<file path="src/sv/rlf_pkg.sv">
// ----------------------------------------------------------------------------
// rlf_pkg
// Shared constants for the Roche-lobe fill filter: pipeline latencies, the
// log10 scale factor and the two sets of cubic fit coefficients.
// ----------------------------------------------------------------------------
package rlf_pkg;

    localparam int unsigned LOG_LAT  = 17;
    localparam int unsigned LOBE_LAT = 7;

    localparam int unsigned LOG_W = 20;
    localparam int unsigned RAD_W = 16;

    // Scale from log2 (16 fraction bits) to log10 q (12 fraction bits), times 2^32.
    localparam logic signed [28:0] LOG10_SCALE_K = 29'sd123958128;

    // Fit selection threshold, log10 q = -1 in Q4.12.
    localparam logic signed [15:0] FIT_SPLIT = -16'sd4096;

    typedef logic signed [13:0] t_coef;

    localparam t_coef HI_C0 = 14'sd6188;
    localparam t_coef HI_C1 = 14'sd3317;
    localparam t_coef HI_C2 = 14'sd301;
    localparam t_coef HI_C3 = 14'sd373;
    localparam t_coef LO_C0 = 14'sd6178;
    localparam t_coef LO_C1 = 14'sd3491;
    localparam t_coef LO_C2 = -14'sd131;
    localparam t_coef LO_C3 = 14'sd108;

endpackage

</file>
<file path="src/sv/rlf_lobe.sv">
// ----------------------------------------------------------------------------
// rlf_lobe
// Pipelined lobe test for one star: log10 q from the log2 difference, the
// selected cubic fit for the Roche radius, and the radius compare.
// ----------------------------------------------------------------------------
module rlf_lobe
    import rlf_pkg::*;
#(
    parameter int RADIUS_FRAC_BITS = 16
)
(
    input  logic             i_clk,
    input  logic             i_en,
    input  logic [LOG_W-1:0] i_la,
    input  logic [LOG_W-1:0] i_lb,
    input  logic [RAD_W-1:0] i_own,
    output logic             o_fill
);

    localparam int CW = 32 + RADIUS_FRAC_BITS;

    logic [RAD_W-1:0] r_own [0:5];

    logic signed [20:0] d;
    logic signed [49:0] r_prod;
    logic signed [49:0] rnd1;
    logic signed [17:0] lv;
    logic signed [15:0] n_l, r_l1, r_l2, r_l3;
    logic               r_sel2, r_sel3;
    logic signed [31:0] r_l2sq, r_l2sq3;
    logic signed [47:0] r_l3cu;
    logic signed [29:0] r_t1;
    logic signed [45:0] r_t2;
    logic signed [63:0] r_part, r_t3;
    logic signed [63:0] rnd2;
    logic signed [27:0] rv;
    logic signed [15:0] n_ra, r_ra;
    logic signed [CW-1:0] lhs, rhs;
    logic               r_fill;
    t_coef c0, c1, c2, c3;

    always_comb begin
        d    = $signed({1'b0, i_la}) - $signed({1'b0, i_lb});
        rnd1 = r_prod + 50'sd2147483648;
        lv   = rnd1[49:32];
        if (lv < -18'sd32768) begin
            n_l = -16'sd32768;
        end else if (lv > 18'sd32767) begin
            n_l = 16'sd32767;
        end else begin
            n_l = lv[15:0];
        end
        c0 = r_sel3 ? HI_C0 : LO_C0;
        c1 = r_sel2 ? HI_C1 : LO_C1;
        c2 = r_sel2 ? HI_C2 : LO_C2;
        c3 = r_sel3 ? HI_C3 : LO_C3;
        rnd2 = r_part + r_t3 + (64'sd1 <<< 35);
        rv   = rnd2[63:36];
        if (rv < -28'sd32768) begin
            n_ra = -16'sd32768;
        end else if (rv > 28'sd32767) begin
            n_ra = 16'sd32767;
        end else begin
            n_ra = rv[15:0];
        end
        lhs = $signed(CW'(r_own[5]) <<< 14);
        rhs = CW'(r_ra) <<< RADIUS_FRAC_BITS;
    end

    always_ff @(posedge i_clk) begin
        if (i_en) begin
            r_own[0] <= i_own;
            for (int i = 1; i < 6; i++) begin
                r_own[i] <= r_own[i-1];
            end
            r_prod  <= 50'(d) * 50'(LOG10_SCALE_K);
            r_l1    <= n_l;
            r_l2    <= r_l1;
            r_sel2  <= r_l1 > FIT_SPLIT;
            r_l2sq  <= 32'(r_l1) * 32'(r_l1);
            r_l3    <= r_l2;
            r_sel3  <= r_sel2;
            r_l3cu  <= 48'(r_l2sq) * 48'(r_l2);
            r_t1    <= 30'(c1) * 30'(r_l2);
            r_t2    <= 46'(c2) * 46'(r_l2sq);
            r_t3    <= 64'(c3) * 64'(r_l3cu);
            r_part  <= (64'(c0) <<< 36) + (64'(r_t1) <<< 24) + (64'(r_t2) <<< 12);
            r_ra    <= n_ra;
            r_fill  <= lhs >= rhs;
        end
    end

    assign o_fill = r_fill;

endmodule

</file>
<file path="config.mk">
export PLATFORM = sky130hd
export DESIGN_NAME = rlf_lobe
export DESIGN_NICKNAME = d
export VERILOG_FILES = /design/src/sv/rlf_pkg.sv /design/src/sv/rlf_lobe.sv
export SDC_FILE = /design/constraint.sdc
export NUM_CORES = 2
export LEC_CHECK = 0
export ABC_AREA = 1
export BUFFER_PORTS_ARGS = -buffer_cell sky130_fd_sc_hd__buf_2
export CORE_MARGIN = 4
export CORE_UTILIZATION = 65
export CTS_BUF_LIST = sky130_fd_sc_hd__clkbuf_16
export DETAILED_ROUTE_END_ITERATION = 10
export PLACE_DENSITY = 0.8
export SKIP_CTS_REPAIR_TIMING = 1
export SLEW_MARGIN = 5
export SYNTH_ARGS = -nofsm -noshare
export SYNTH_HDL_FRONTEND = slang
export SYNTH_SLANG_ARGS = --single-unit
</file>
<file path="constraint.sdc">
create_clock -name i_clk -period 11.3 [get_ports i_clk]
set_input_delay 2.825 -clock i_clk [delete_from_list [all_inputs] [get_ports i_clk]]
set_output_delay 2.825 -clock i_clk [all_outputs]
set_load 0.01 [all_outputs]
</file>
==> flow_summary.ini <==
[global_route]
first_global_vias = 66700
grt_usage = 0.335
grt_pass1_wl_mm = 356
grt_max_degree = 161
antenna_found_initial = 6
overflow = 0

[sta]
worst_slack_ns = 1.21
maxSlewHeadroom = 0.209
fmax_mhz = 99.1
holdWs_ns = 0.416
rsz0062_at_grt = no
finalHoldViolCount = 0
finalSetupViolCount = 0
tightest_slew_ns = 1.19
fin_setup_tns_ns = 0
post-route-period-util = 0.893
skew_ns = 0.0756
slew_viol_final = 0
period_needed_ns = 10.09

[yosys]
yosysSeqAreaShare = 0.144
yosysTopAreaCellShare = 0.380
synthArstFlopShare = 0
synth_cell_types = 56
ys_top_cells_by_area = fa_1 38%, ha_1 15%, edfxtp_1 14%
synth-seq-cells = 407
yosys.area.top_type = fa_1
ys_dominant_reg_cell = edfxtp_1
avgSynthCellArea_um2 = 8.96
syn_area_um2 = 84700
synth-warning-count = 0
synth_edf_count = 407
synthCells = 9449

[cts]
cts_sinks = 407
clkTransAtPathRegs_ns = 0.07
root_buffer = clkbuf_16
insertion_delay_ns = 0.70
clockBufferDepth = 3
h-tree-depth = 2
cts_buffers = 50
cts_tree = done

[setup_path]
cp.arrival_ns = 10.45
criticalPathCategory = in -> reg
crit_required_ns = 11.66
crit_top_cell = fa_1
critPathMaxFanout = 6
endpoint_kind = flip-flop
startpoint_type = input pin
cp_slowest_cell = fa_1
reg2reg_setup_slack_ns = 3.28
cpPeakStageDelay_ns = 0.56

[min_path]
hold_path_class = reg -> reg

[floorplan]
placementRows = 132
die_y_um = 369
initial_utilization = 0.654
io_pins = 59
core_um2 = 129000
die_w_um = 369
dieArea_um2 = 136000

[final_layout]
fillers = 10200
drive_above_1_share = 0.0288
multi_input_area_um2 = 61600
final_nets = 12100
design_area_um2 = 88800
area_growth_syn_to_layout_pct = 4.85
seqCellArea_um2 = 12200

[detailed_routing]
viasPerCell = 5.52
drc = 0
first_pass_iters = 6
drt_iter0_markers = 5093
final_antenna_net_count = 0
wl_per_cell_um = 19.5
drt-total-wl_mm = 220
num_vias = 62100

[placed_design]
dp_hpwl_mm = 190
pre_cts_ws_ns = 0.583
gp_congestion = 1.00
placed_area_um2 = 87100
io_buffers = 58

[status]
status = complete, no violations

[run]
cap_viol_max_count = 0
==> state kept, by name (all words and copies together) (netlist names) <==
register and count:
r_l3cu 48, r_t1 28, r_t2 44, r_l2 16, r_t3 46, r_own 96, r_sel2 1, o_fill 1
r_l2sq 30, r_prod 18, r_ra 16, r_l1 16, r_part 46, r_sel3 1
==> per-layer routing <==
layer  global-route usage  vias up  share of wire
met1                0.448    30900           0.40
li1                     -    28400              -
met3               0.0721      508          0.083
met4                0.123       10          0.043
met2                0.543     2281           0.47
met5                    0        -        0.00031
==> cells in the final DEF, fill, tap and decap left out, types with 8 or more instances in the layout <==
master,count
o21a_1,20
clkinvlp_4,8
clkbuf_16,50
buf_4,71
o211ai_1,13
nor2_2,15
nor2_1,520
a31oi_1,68
xor2_1,192
buf_2,57
nand2_1,1555
inv_6,8
xnor2_1,119
nand4_1,58
edfxtp_1,407
o21ai_0,221
a21boi_0,12
ha_1,982
a21o_1,27
conb_1,16
fa_1,1606
o21bai_1,31
a21oi_1,414
o31ai_1,8
a211oi_1,8
a21oi_2,18
inv_1,2727
nand3_1,117
nor3_1,45
nor4_1,24
==> cell type report <==
| class | instances | area share |
|---|---|---|
| Timing Repair Buffer | 130 | 0.00961 |
| Multi-Input combinational cell | 6147 | 0.693 |
| Clock inverter | 42 | 0.00542 |
| Inverter | 2727 | 0.115 |
| Antenna cell | 1 | 0.0000282 |
| Sequential cell | 407 | 0.138 |
| Clock buffer | 50 | 0.0141 |
| Tap cell | 1742 | 0.0245 |
==> critical path, delay by kind of cell <==
family,cells,cell delay [ns]
adders and majority gates,10,4.26
AOI/OAI and AO/OA,6,1.40
and+or+nand+nor,7,0.76
xor gates and xnor gates,2,0.62
buffers and inverters,7,0.59
==> final timing paths <==
kind | cells past startpoint | from | end
max | 32 | i_la[0] | r_prod[45]
max reg2reg | 19 | r_l2[4] | r_l3cu[47]
min reg2reg | 0 | r_own[1][12] | r_own[2][12]
min | 0 | r_own[1][12] | r_own[2][12]
==> cells in the mapped netlist (13+ instances only) <==
library cell,n
a31oi_1,68
fa_1,1606
nor2_2,15
a21o_1,27
edfxtp_1,407
clkbuf_1,168
inv_1,2723
nand4_1,58
o211ai_1,13
o21bai_1,31
nor4_1,24
a21oi_1,414
xnor2_1,119
a21oi_2,18
ha_1,982
nor2_1,520
nand2_1,1555
nor3_1,45
o21ai_0,221
nand3_1,117
xor2_1,192
o21a_1,20
==> through the flow <==
stage | instances | utilization
finish | 11200 | 0.686
global route | 11200 | 0.686
CTS | 11200 | 0.686
detailed placement | 11200 | 0.672
global placement | 11200 | 0.672
floorplan | 9464 | -
==> logic make-up (layout without fill, tap and decap cells) <==
family                     after synthesis  after routing  synth area share
other                                    1             17         0.0000443
muxes                                    1              1          0.000133
adders and majority gates             2588           2588             0.525
xor gates and xnor gates               311            311            0.0322
buffers and inverters                 2910           2949             0.129
AOI/OAI and AO/OA                      873            873            0.0585
and+or+nand+nor                       2358           2358             0.111
DFF                                    407            407             0.144
Power is left out: the tool's default activity adds up to more than one toggle a clock period on the data nets, which glitch-free logic cannot reach.
